[config.mk]
export PLATFORM = sky130hd
export DESIGN_NAME = free_hole_segment_allocator_top
export DESIGN_NICKNAME = d
export VERILOG_FILES = /design/src/sv/fhsa_pkg.sv /design/src/sv/fhsa_ram.sv /design/src/sv/free_hole_segment_allocator_top.sv
export VERILOG_INCLUDE_DIRS = /design/src /design/src/sv
export SDC_FILE = /design/constraint.sdc
export NUM_CORES = 2
export LEC_CHECK = 0
export BUFFER_PORTS_ARGS = -buffer_cell sky130_fd_sc_hd__buf_2
export CORE_ASPECT_RATIO = 0.7
export CORE_MARGIN = 10
export CORE_UTILIZATION = 45
export DETAILED_ROUTE_END_ITERATION = 12
export GPL_TIMING_DRIVEN = 0
export PLACE_DENSITY = 0.67
export SLEW_MARGIN = 20
export SYNTH_ARGS = -nofsm -noshare
export SYNTH_HDL_FRONTEND = slang
export SYNTH_SLANG_ARGS = --single-unit
[constraint.sdc]
create_clock -name clk_i -period 11.7 [get_ports clk_i]
set_input_delay 0.585 -clock clk_i [delete_from_list [all_inputs] [get_ports clk_i]]
set_output_delay 0.585 -clock clk_i [all_outputs]
set_load 0.02 [all_outputs]
[src/sv/free_hole_segment_allocator_top_assert.svh]
// Assertion macros used by the allocator RTL.
`ifndef FREE_HOLE_SEGMENT_ALLOCATOR_TOP_ASSERT_SVH
`define FREE_HOLE_SEGMENT_ALLOCATOR_TOP_ASSERT_SVH

// Same-cycle implication, disabled while in reset.
`define FHSA_ASSERT_NOW(lbl, clk, rstn, ante, cons) \
  lbl: assert property (@(posedge clk) disable iff (!(rstn)) (ante) |-> (cons)) \
    else $error("fhsa assertion failed");

// Next-cycle implication, disabled while in reset.
`define FHSA_ASSERT_NEXT(lbl, clk, rstn, ante, cons) \
  lbl: assert property (@(posedge clk) disable iff (!(rstn)) (ante) |=> (cons)) \
    else $error("fhsa assertion failed");

`endif

[src/sv/fhsa_pkg.sv]
// ----------------------------------------------------------------------------
// fhsa_pkg
// Types and constants of the free hole segment allocator.
// ----------------------------------------------------------------------------
package fhsa_pkg;

  localparam int ADDR_W  = 20;
  localparam int LEN_W   = 21;
  localparam int ENTRY_W = ADDR_W + LEN_W;
  localparam int CFG_W   = LEN_W;

  localparam logic [LEN_W-1:0] MEM_LIMIT = LEN_W'(1) << ADDR_W;
  localparam logic [LEN_W-1:0] LEN_MAX   = '1;

  localparam logic [1:0] OP_INIT  = 2'd0;
  localparam logic [1:0] OP_ALLOC = 2'd1;
  localparam logic [1:0] OP_FREE  = 2'd2;

  localparam logic [1:0] STAT_OK      = 2'd0;
  localparam logic [1:0] STAT_OOM     = 2'd1;
  localparam logic [1:0] STAT_COMPACT = 2'd2;
  localparam logic [1:0] STAT_FULL    = 2'd3;

  localparam logic [1:0] FIT_FIRST = 2'd0;
  localparam logic [1:0] FIT_BEST  = 2'd1;
  localparam logic [1:0] FIT_WORST = 2'd2;

  localparam logic [1:0] REG_FIT_MODE    = 2'd0;
  localparam logic [1:0] REG_MEMORY_SIZE = 2'd1;
  localparam logic [1:0] REG_RESERVED    = 2'd2;

  typedef enum logic [3:0] {
    ST_IDLE,
    ST_INIT,
    ST_SCAN,
    ST_ALLOC_DEC,
    ST_FREE_DEC,
    ST_SHDN,
    ST_SHUP,
    ST_INS,
    ST_DONE
  } state_e;

endpackage

[src/sv/fhsa_ram.sv]
// ----------------------------------------------------------------------------
// fhsa_ram
// Generic single-write, single-read RAM with registered read data.
// ----------------------------------------------------------------------------
module fhsa_ram #(
  parameter int WIDTH = 8,
  parameter int DEPTH = 16
) (
  input  logic                     clk_i,
  input  logic                     we_i,
  input  logic [$clog2(DEPTH)-1:0] waddr_i,
  input  logic [WIDTH-1:0]         wdata_i,
  input  logic [$clog2(DEPTH)-1:0] raddr_i,
  output logic [WIDTH-1:0]         rdata_o
);

  logic [WIDTH-1:0] mem_q [DEPTH];
  logic [WIDTH-1:0] rdata_q;

  always_ff @(posedge clk_i) begin
    if (we_i) begin
      mem_q[waddr_i] <= wdata_i;
    end
    rdata_q <= mem_q[raddr_i];
  end

  assign rdata_o = rdata_q;

endmodule

[src/sv/free_hole_segment_allocator_top.sv]
// ----------------------------------------------------------------------------
// free_hole_segment_allocator_top
// Free hole table with initialize, allocate (first/best/worst fit) and free.
//
// Input words carry operation, request_base and request_size; one result
// word (status, alloc_base, free_total) comes back per input word. Both
// channels use valid/stall. The hole table lives in one RAM with one write
// and one registered read port; a small sequencer walks it one entry per
// cycle, so the RAM port sets the pace:
//   initialize: write the one initial hole if it fits, then the result
//   allocate:   scan every entry, then shift the tail down if a hole is used up
//   free:       scan, then shift the tail down to merge or up to insert a hole
// The input stalls until the result is in the output register; the next word
// is taken while that result waits. A stalled receiver holds the result and,
// once the next item is done, the sequencer. Reset empties the table (count
// and total cleared) and loads fit_mode 0, memory_size 4096, reserved_size 128.
// ----------------------------------------------------------------------------
`include "free_hole_segment_allocator_top_assert.svh"

module free_hole_segment_allocator_top #(
  parameter int MAX_HOLES = 16
) (
  input  logic                      clk_i,
  input  logic                      rst_ni,
  input  logic                      cfg_we_i,
  input  logic [1:0]                cfg_index_i,
  input  logic [fhsa_pkg::CFG_W-1:0] cfg_data_i,
  input  logic                      in_valid_i,
  output logic                      in_stall_o,
  input  logic [1:0]                operation_i,
  input  logic [fhsa_pkg::ADDR_W-1:0] request_base_i,
  input  logic [fhsa_pkg::LEN_W-1:0] request_size_i,
  output logic                      out_valid_o,
  input  logic                      out_stall_i,
  output logic [1:0]                status_o,
  output logic [fhsa_pkg::ADDR_W-1:0] alloc_base_o,
  output logic [fhsa_pkg::LEN_W-1:0] free_total_o
);

  import fhsa_pkg::*;

  localparam int IDX_W = $clog2(MAX_HOLES);
  localparam int CNT_W = $clog2(MAX_HOLES + 1);
  localparam int TOT_W = LEN_W + CNT_W;

  state_e state_q, state_d;

  logic [1:0]        fit_mode_q;
  logic [LEN_W-1:0]  mem_size_q, rsv_size_q;
  logic [CNT_W-1:0]  count_q;
  logic [TOT_W-1:0]  total_q;

  logic [1:0]        op_q;
  logic [ADDR_W-1:0] rb_q;
  logic [LEN_W-1:0]  rs_q;
  logic [1:0]        stat_q;
  logic [ADDR_W-1:0] ab_q;

  logic [CNT_W-1:0]  idx_q, rem_q, pos_q;
  logic              rd_pend_q;
  logic [IDX_W-1:0]  rd_idx_q;

  logic              sel_vld_q;
  logic [IDX_W-1:0]  sel_idx_q;
  logic [ADDR_W-1:0] sel_base_q;
  logic [LEN_W-1:0]  sel_len_q;

  logic              found_q, prv_vld_q;
  logic [ADDR_W-1:0] prv_base_q, nxt_base_q;
  logic [LEN_W-1:0]  prv_len_q, nxt_len_q;

  logic              out_vld_q;
  logic [1:0]        out_stat_q;
  logic [ADDR_W-1:0] out_ab_q;
  logic [LEN_W-1:0]  out_tot_q;

  logic               ram_we, rd_issue;
  logic [IDX_W-1:0]   ram_waddr, ram_raddr;
  logic [ENTRY_W-1:0] ram_wdata, ram_rdata;
  logic [ADDR_W-1:0]  rd_base;
  logic [LEN_W-1:0]   rd_len;

  logic [LEN_W-1:0]  mem_end;
  logic              in_acc, out_free, free_skip;
  logic [LEN_W:0]    top_sum;
  logic [LEN_W-1:0]  top_clip, fr_size;
  logic              jp, jn, fits, take;
  logic [CNT_W-1:0]  rem_alloc, rem_free;

  assign mem_end  = (mem_size_q > MEM_LIMIT) ? MEM_LIMIT : mem_size_q;
  assign in_acc   = in_valid_i && !in_stall_o;
  assign out_free = !out_vld_q || !out_stall_i;
  assign free_skip = (request_size_i == '0) ||
                     ({1'b0, request_base_i} >= mem_end);

  // Clip the freed region at the usable end.
  assign top_sum  = {2'b00, rb_q} + {1'b0, rs_q};
  assign top_clip = (top_sum > {1'b0, mem_end}) ? mem_end : top_sum[LEN_W-1:0];
  assign fr_size  = top_clip - {1'b0, rb_q};

  assign jp = prv_vld_q &&
              (({2'b00, prv_base_q} + {1'b0, prv_len_q}) == {2'b00, rb_q});
  assign jn = found_q && (top_clip == {1'b0, nxt_base_q});

  assign rd_base = ram_rdata[ENTRY_W-1:LEN_W];
  assign rd_len  = ram_rdata[LEN_W-1:0];

  assign fits = rd_len >= rs_q;
  assign take = fits && (!sel_vld_q ||
                ((fit_mode_q == FIT_BEST) && (rd_len < sel_len_q)) ||
                ((fit_mode_q == FIT_WORST) && (rd_len > sel_len_q)));

  assign rem_alloc = count_q - CNT_W'(sel_idx_q) - CNT_W'(1);
  assign rem_free  = count_q - pos_q - CNT_W'(1);

  fhsa_ram #(
    .WIDTH (ENTRY_W),
    .DEPTH (MAX_HOLES)
  ) u_holes (
    .clk_i   (clk_i),
    .we_i    (ram_we),
    .waddr_i (ram_waddr),
    .wdata_i (ram_wdata),
    .raddr_i (ram_raddr),
    .rdata_o (ram_rdata)
  );

  // Next state.
  always_comb begin
    state_d = state_q;
    case (state_q)
      ST_IDLE: begin
        if (in_acc) begin
          case (operation_i)
            OP_INIT:  state_d = ST_INIT;
            OP_ALLOC: state_d = ST_SCAN;
            OP_FREE:  state_d = free_skip ? ST_DONE : ST_SCAN;
            default:  state_d = ST_DONE;
          endcase
        end
      end
      ST_INIT: state_d = ST_DONE;
      ST_SCAN: begin
        if (!rd_issue && !rd_pend_q) begin
          state_d = (op_q == OP_ALLOC) ? ST_ALLOC_DEC : ST_FREE_DEC;
        end
      end
      ST_ALLOC_DEC: begin
        if (sel_vld_q && (sel_len_q == rs_q) && (rem_alloc != '0)) begin
          state_d = ST_SHDN;
        end else begin
          state_d = ST_DONE;
        end
      end
      ST_FREE_DEC: begin
        if (jp && jn) begin
          state_d = (rem_free != '0) ? ST_SHDN : ST_DONE;
        end else if (jp || jn || (count_q >= CNT_W'(MAX_HOLES))) begin
          state_d = ST_DONE;
        end else if (pos_q < count_q) begin
          state_d = ST_SHUP;
        end else begin
          state_d = ST_INS;
        end
      end
      ST_SHDN: if ((rem_q == '0) && !rd_pend_q) state_d = ST_DONE;
      ST_SHUP: if ((rem_q == '0) && !rd_pend_q) state_d = ST_INS;
      ST_INS:  state_d = ST_DONE;
      ST_DONE: if (out_free) state_d = ST_IDLE;
      default: state_d = ST_IDLE;
    endcase
  end

  // Table port control.
  always_comb begin
    ram_we    = 1'b0;
    ram_waddr = '0;
    ram_wdata = '0;
    rd_issue  = 1'b0;
    ram_raddr = idx_q[IDX_W-1:0];
    case (state_q)
      ST_INIT: begin
        if (rsv_size_q < mem_end) begin
          ram_we    = 1'b1;
          ram_wdata = {rsv_size_q[ADDR_W-1:0], mem_end - rsv_size_q};
        end
      end
      ST_SCAN: rd_issue = idx_q < count_q;
      ST_ALLOC_DEC: begin
        if (sel_vld_q && (sel_len_q > rs_q)) begin
          ram_we    = 1'b1;
          ram_waddr = sel_idx_q;
          ram_wdata = {sel_base_q + rs_q[ADDR_W-1:0], sel_len_q - rs_q};
        end
      end
      ST_FREE_DEC: begin
        if (jp) begin
          ram_we    = 1'b1;
          ram_waddr = IDX_W'(pos_q - CNT_W'(1));
          ram_wdata = {prv_base_q, prv_len_q + fr_size + (jn ? nxt_len_q : '0)};
        end else if (jn) begin
          ram_we    = 1'b1;
          ram_waddr = pos_q[IDX_W-1:0];
          ram_wdata = {rb_q, fr_size + nxt_len_q};
        end
      end
      ST_SHDN: begin
        rd_issue  = rem_q != '0;
        ram_we    = rd_pend_q;
        ram_waddr = rd_idx_q - IDX_W'(1);
        ram_wdata = ram_rdata;
      end
      ST_SHUP: begin
        rd_issue  = rem_q != '0;
        ram_we    = rd_pend_q;
        ram_waddr = rd_idx_q + IDX_W'(1);
        ram_wdata = ram_rdata;
      end
      ST_INS: begin
        ram_we    = 1'b1;
        ram_waddr = pos_q[IDX_W-1:0];
        ram_wdata = {rb_q, fr_size};
      end
      default: ;
    endcase
  end

  assign in_stall_o = state_q != ST_IDLE;

  always_ff @(posedge clk_i or negedge rst_ni) begin
    if (!rst_ni) begin
      state_q    <= ST_IDLE;
      fit_mode_q <= FIT_FIRST;
      mem_size_q <= LEN_W'(4096);
      rsv_size_q <= LEN_W'(128);
      count_q    <= '0;
      total_q    <= '0;
      rd_pend_q  <= 1'b0;
      out_vld_q  <= 1'b0;
    end else begin
      state_q   <= state_d;
      rd_pend_q <= rd_issue;
      rd_idx_q  <= ram_raddr;

      if (cfg_we_i) begin
        case (cfg_index_i)
          REG_FIT_MODE:    fit_mode_q <= cfg_data_i[1:0];
          REG_MEMORY_SIZE: mem_size_q <= cfg_data_i;
          REG_RESERVED:    rsv_size_q <= cfg_data_i;
          default: ;
        endcase
      end

      if (out_vld_q && !out_stall_i && (state_q != ST_DONE)) begin
        out_vld_q <= 1'b0;
      end

      case (state_q)
        ST_IDLE: begin
          if (in_acc) begin
            op_q      <= operation_i;
            rb_q      <= request_base_i;
            rs_q      <= request_size_i;
            stat_q    <= STAT_OK;
            ab_q      <= '0;
            idx_q     <= '0;
            pos_q     <= count_q;
            sel_vld_q <= 1'b0;
            found_q   <= 1'b0;
            prv_vld_q <= 1'b0;
          end
        end
        ST_INIT: begin
          if (rsv_size_q < mem_end) begin
            count_q <= CNT_W'(1);
            total_q <= TOT_W'(mem_end - rsv_size_q);
          end else begin
            count_q <= '0;
            total_q <= '0;
          end
        end
        ST_SCAN: begin
          if (rd_issue) idx_q <= idx_q + CNT_W'(1);
          if (rd_pend_q) begin
            if (op_q == OP_ALLOC) begin
              if (take) begin
                sel_vld_q  <= 1'b1;
                sel_idx_q  <= rd_idx_q;
                sel_base_q <= rd_base;
                sel_len_q  <= rd_len;
              end
            end else if (!found_q) begin
              // First base above the freed one marks the insert point.
              if (rd_base > rb_q) begin
                found_q    <= 1'b1;
                pos_q      <= CNT_W'(rd_idx_q);
                nxt_base_q <= rd_base;
                nxt_len_q  <= rd_len;
              end else begin
                prv_vld_q  <= 1'b1;
                prv_base_q <= rd_base;
                prv_len_q  <= rd_len;
              end
            end
          end
        end
        ST_ALLOC_DEC: begin
          if (!sel_vld_q) begin
            stat_q <= (total_q >= TOT_W'(rs_q)) ? STAT_COMPACT : STAT_OOM;
          end else begin
            ab_q    <= sel_base_q;
            total_q <= total_q - TOT_W'(rs_q);
            if (sel_len_q == rs_q) begin
              count_q <= count_q - CNT_W'(1);
              idx_q   <= CNT_W'(sel_idx_q) + CNT_W'(1);
              rem_q   <= rem_alloc;
            end
          end
        end
        ST_FREE_DEC: begin
          if (jp && jn) begin
            total_q <= total_q + TOT_W'(fr_size);
            count_q <= count_q - CNT_W'(1);
            idx_q   <= pos_q + CNT_W'(1);
            rem_q   <= rem_free;
          end else if (jp || jn) begin
            total_q <= total_q + TOT_W'(fr_size);
          end else if (count_q >= CNT_W'(MAX_HOLES)) begin
            stat_q <= STAT_FULL;
          end else begin
            // Open a slot: move the tail up, last entry first.
            idx_q <= count_q - CNT_W'(1);
            rem_q <= count_q - pos_q;
          end
        end
        ST_SHDN: begin
          if (rd_issue) begin
            idx_q <= idx_q + CNT_W'(1);
            rem_q <= rem_q - CNT_W'(1);
          end
        end
        ST_SHUP: begin
          if (rd_issue) begin
            idx_q <= idx_q - CNT_W'(1);
            rem_q <= rem_q - CNT_W'(1);
          end
        end
        ST_INS: begin
          count_q <= count_q + CNT_W'(1);
          total_q <= total_q + TOT_W'(fr_size);
        end
        ST_DONE: begin
          if (out_free) begin
            out_vld_q  <= 1'b1;
            out_stat_q <= stat_q;
            out_ab_q   <= ab_q;
            out_tot_q  <= (total_q > TOT_W'(LEN_MAX)) ? LEN_MAX : total_q[LEN_W-1:0];
          end
        end
        default: ;
      endcase
    end
  end

  assign out_valid_o  = out_vld_q;
  assign status_o     = out_stat_q;
  assign alloc_base_o = out_ab_q;
  assign free_total_o = out_tot_q;

  `FHSA_ASSERT_NOW(a_count_bound, clk_i, rst_ni, 1'b1, count_q <= CNT_W'(MAX_HOLES))
  `FHSA_ASSERT_NOW(a_empty_total, clk_i, rst_ni, count_q == '0, total_q == '0)
  `FHSA_ASSERT_NEXT(a_accept_busy, clk_i, rst_ni, in_acc, state_q != ST_IDLE)
  `FHSA_ASSERT_NOW(a_scan_no_write, clk_i, rst_ni, state_q == ST_SCAN, !ram_we)

endmodule
==> flow_metrics.py <==
metrics = {
    "run_status": {
        "status": "complete, no violations",
    },
    "worst_setup_path": {
        "crit_top_cell": "ha_1",
        "critical_path_required_ns": 12.23,
        "start_kind": "flip-flop",
        "rr_worst_depth": 39,
        "worst_path_max_delay_cell": "edfxtp_1",
        "arrival_ns": 11.88,
        "end_kind": "flip-flop",
        "r2r_end": "u_holes.mem_q[12][20]",
        "path_class": "flip-flop to flip-flop",
        "regToRegSetupSlack_ns": 0.35,
        "rr_startpoint": "rs_q[6]",
        "cp_max_fo": 16,
        "slowest_delay_ns": 0.62,
    },
    "placement": {
        "placedCellCount": 6025,
        "portBuffers": 115,
        "gp_routability_congestion": 1.03,
        "dp_hpwl_um": 143000,
    },
    "grt": {
        "first_global_vias": 37200,
        "grt_pass1_wl_um": 268000,
        "grt_max_degree": 56,
        "antenna_found_initial": 16,
        "grt_remaining_overflow": 0,
        "grtUsageTotal": 0.267,
    },
    "floorplan": {
        "core-area_um2": 122000,
        "die_y_um": 313,
        "std_cell_rows": 107,
        "ios": 116,
        "fp.dieArea_um2": 137000,
        "dieWidth_um": 438,
        "initial_core_util": 0.453,
    },
    "logic_synthesis": {
        "syn_avg_cell_area_um2": 13.1,
        "syn_inst": 4194,
        "synth_edf_count": 913,
        "yosys-top-cells-area": "edfxtp_1, mux4_2, ha_1, dfrtp_1, a21oi_1",
        "ys_async_sr_fraction": 0.0783,
        "synth_nets": 4635,
        "synth_seq_cells": 1035,
        "ys.warnings.count": 0,
        "ys_seq_area_frac": 0.549,
        "synth_ff_type": "edfxtp_1",
        "netlist_area_um2": 55100,
        "ys_types": 101,
        "synth.top_cell.area_share": 0.497,
        "yosysTopAreaCell": "edfxtp_1",
    },
    "clock_tree": {
        "clock-sinks": 1035,
        "root_buffer": "clkbuf_16",
        "cts_tree": "yes",
        "htreeDepth": 3,
        "clockBufferDepth": 3,
        "clk_pin_slew_worst_paths_ns": 0.07,
        "clk_latency_ns": 0.74,
        "cts_made_buffers": 98,
    },
    "route": {
        "wirelength_um": 188000,
        "drtIter0Drc": 5525,
        "viasPerCell": 6.35,
        "antenna_left": 0,
        "dr.pass1.iters": 10,
        "drc_errors": 0,
        "vias": 39500,
        "wl_per_cell_um": 30.2,
    },
    "sta": {
        "worst_pin_slew_ns": 1.16,
        "drv_slew": 0,
        "rsz0062_at_grt": "no",
        "slew_headroom": 0.220,
        "fin_crit_ns": 11.35,
        "finalSetupTns_ns": 0,
        "post-route-period-util": 0.970,
        "whs_ns": 0.0704,
        "final-hold-violation-count": 0,
        "fmax_ghz": 0.0881,
        "setup_viol": 0,
        "finClkSkew_ns": 0.0556,
    },
    "layout": {
        "layout-drive-gt1-share": 0.163,
        "num-fill-cells": 10200,
        "regArea_um2": 30300,
        "multi_input_area_um2": 23800,
        "layout_common_cells": "edfxtp_1, ha_1, inv_1",
        "finalNonFillerCells": 6222,
        "final_common_cell": "edfxtp_1",
        "area_growth_pct": 13.8,
        "final_nets": 4935,
    },
    "power_and_ir_drop": {
        "power_mw": 16.9,
        "power.density_cell_area_nw_per_um2": 269,
        "leakage_nw": 23.3,
        "vdd_ir_drop_max_mv": 0.146,
    },
    "hold_path": {
        "whs_endpoint": "rs_q[12]",
        "hp-class": "input port to flip-flop",
        "hp-start": "request_size_i[12]",
        "worstHoldPathCells": 1,
    },
    "job": {
        "maxCapViolations": 0,
    },
}
-- what timing repair did --
item | CTS | global route
hold endpoints to repair | 30 | 0
setup endpoints to repair | 131 | 115
hold buffers | 1 | 0
buffers inserted | 2 | 0
gates resized for setup | 14 | 29
-- Yosys cell counts (25+ instances only) --
cell type,instances
mux4_2,205
dfrtp_1,79
o21a_1,57
a21o_1,92
edfxtp_1,913
dfxtp_1,41
and2_1,32
and3_1,28
a211oi_1,31
mux2_2,47
inv_1,279
o21ai_0,160
nand4_1,47
a21oi_1,224
a31oi_1,28
a22oi_1,25
nor3_1,81
nor2_1,222
fa_1,34
nor2b_1,39
nand3_1,84
clkbuf_1,93
o211ai_1,36
nand2b_1,54
ha_1,336
xor2_1,86
xnor2_1,122
nor4_1,37
a222oi_1,28
o21bai_1,32
nand2_1,246
-- worst max-delay path by stage --
stage / startpoint / to / slack (ns)
floorplan: rb_q[0] / u_holes.mem_q[0][15] / 2.23
global placement: rs_q[1] / u_holes.mem_q[7][26] / -4.91
detailed placement: rs_q[1] / u_holes.mem_q[15][20] / -1.13
CTS: rb_q[0] / u_holes.mem_q[12][20] / 0.1
global route: rb_q[0] / u_holes.mem_q[11][20] / 0.01
finish: rs_q[6] / u_holes.mem_q[12][20] / 0.35
-- per-layer routing --
metal | track usage | vias to the layer above | wire (µm)
met1 | 0.383 | 19800 | 77600
met5 | 0 | - | 56
met2 | 0.374 | 2487 | 77800
met4 | 0.100 | 8 | 7930
li1 | - | 16900 | -
met3 | 0.0874 | 372 | 24700
-- critical path, delay by kind of cell, from the launching register on --
family,cells,cell delay [ns]
AOI/OAI and AO/OA,15,3.81
adders and majority gates,5,1.97
xor gates and xnor gates,2,0.80
and+or+nand+nor,12,3.24
buffers and inverters,4,0.65
muxes,1,0.06
DFF,1,0.62
-- power breakdown --
part | internal [mW] | switching [mW]
Clock | 1.70 | 1.48
Combinational | 3.23 | 5.22
Sequential | 4.71 | 0.544
-- cells by family after synthesis --
| group | after synthesis | share of synthesized area |
|---|---|---|
| xor gates and xnor gates | 211 | 0.0343 |
| DFF | 1035 | 0.549 |
| adders and majority gates | 371 | 0.0888 |
| muxes | 265 | 0.0957 |
| AOI/OAI and AO/OA | 945 | 0.117 |
| and+or+nand+nor | 953 | 0.0857 |
| buffers and inverters | 414 | 0.0288 |
-- area by class of cell --
| class | count | share of cell area |
|---|---|---|
| buffer | 132 | 0.00870 |
| clock buffer | 128 | 0.0422 |
| timing repair buffer | 200 | 0.0293 |
| multi-input combinational | 2745 | 0.379 |
| clock inverter | 55 | 0.00810 |
| inverter | 282 | 0.0169 |
| antenna | 10 | 0.000399 |
| tap | 1635 | 0.0326 |
| sequential | 1035 | 0.483 |
-- stage by stage --
stage               utilization  cell area [µm²]  setup WS (ns)
CTS                       0.514            62500         0.0965
detailed placement        0.487            59300          -1.13
global placement          0.474            57700          -4.91
global route              0.515            62700         0.0122
floorplan                     -            55100           2.23
finish                    0.515            62700          0.351
-- flip-flops by register name (all words and copies together), names as in the netlist, 21 cells and up --
| signal | count |
|---|---|
| u_holes.mem_q | 656 |
| u_holes.rdata_o | 41 |
| total_q | 26 |
| free_total_o | 21 |
| mem_size_q | 21 |
| nxt_len_q | 21 |
| prv_len_q | 21 |
| rs_q | 21 |
| rsv_size_q | 21 |
| sel_len_q | 21 |
Power figures use the tool's default switching activity.
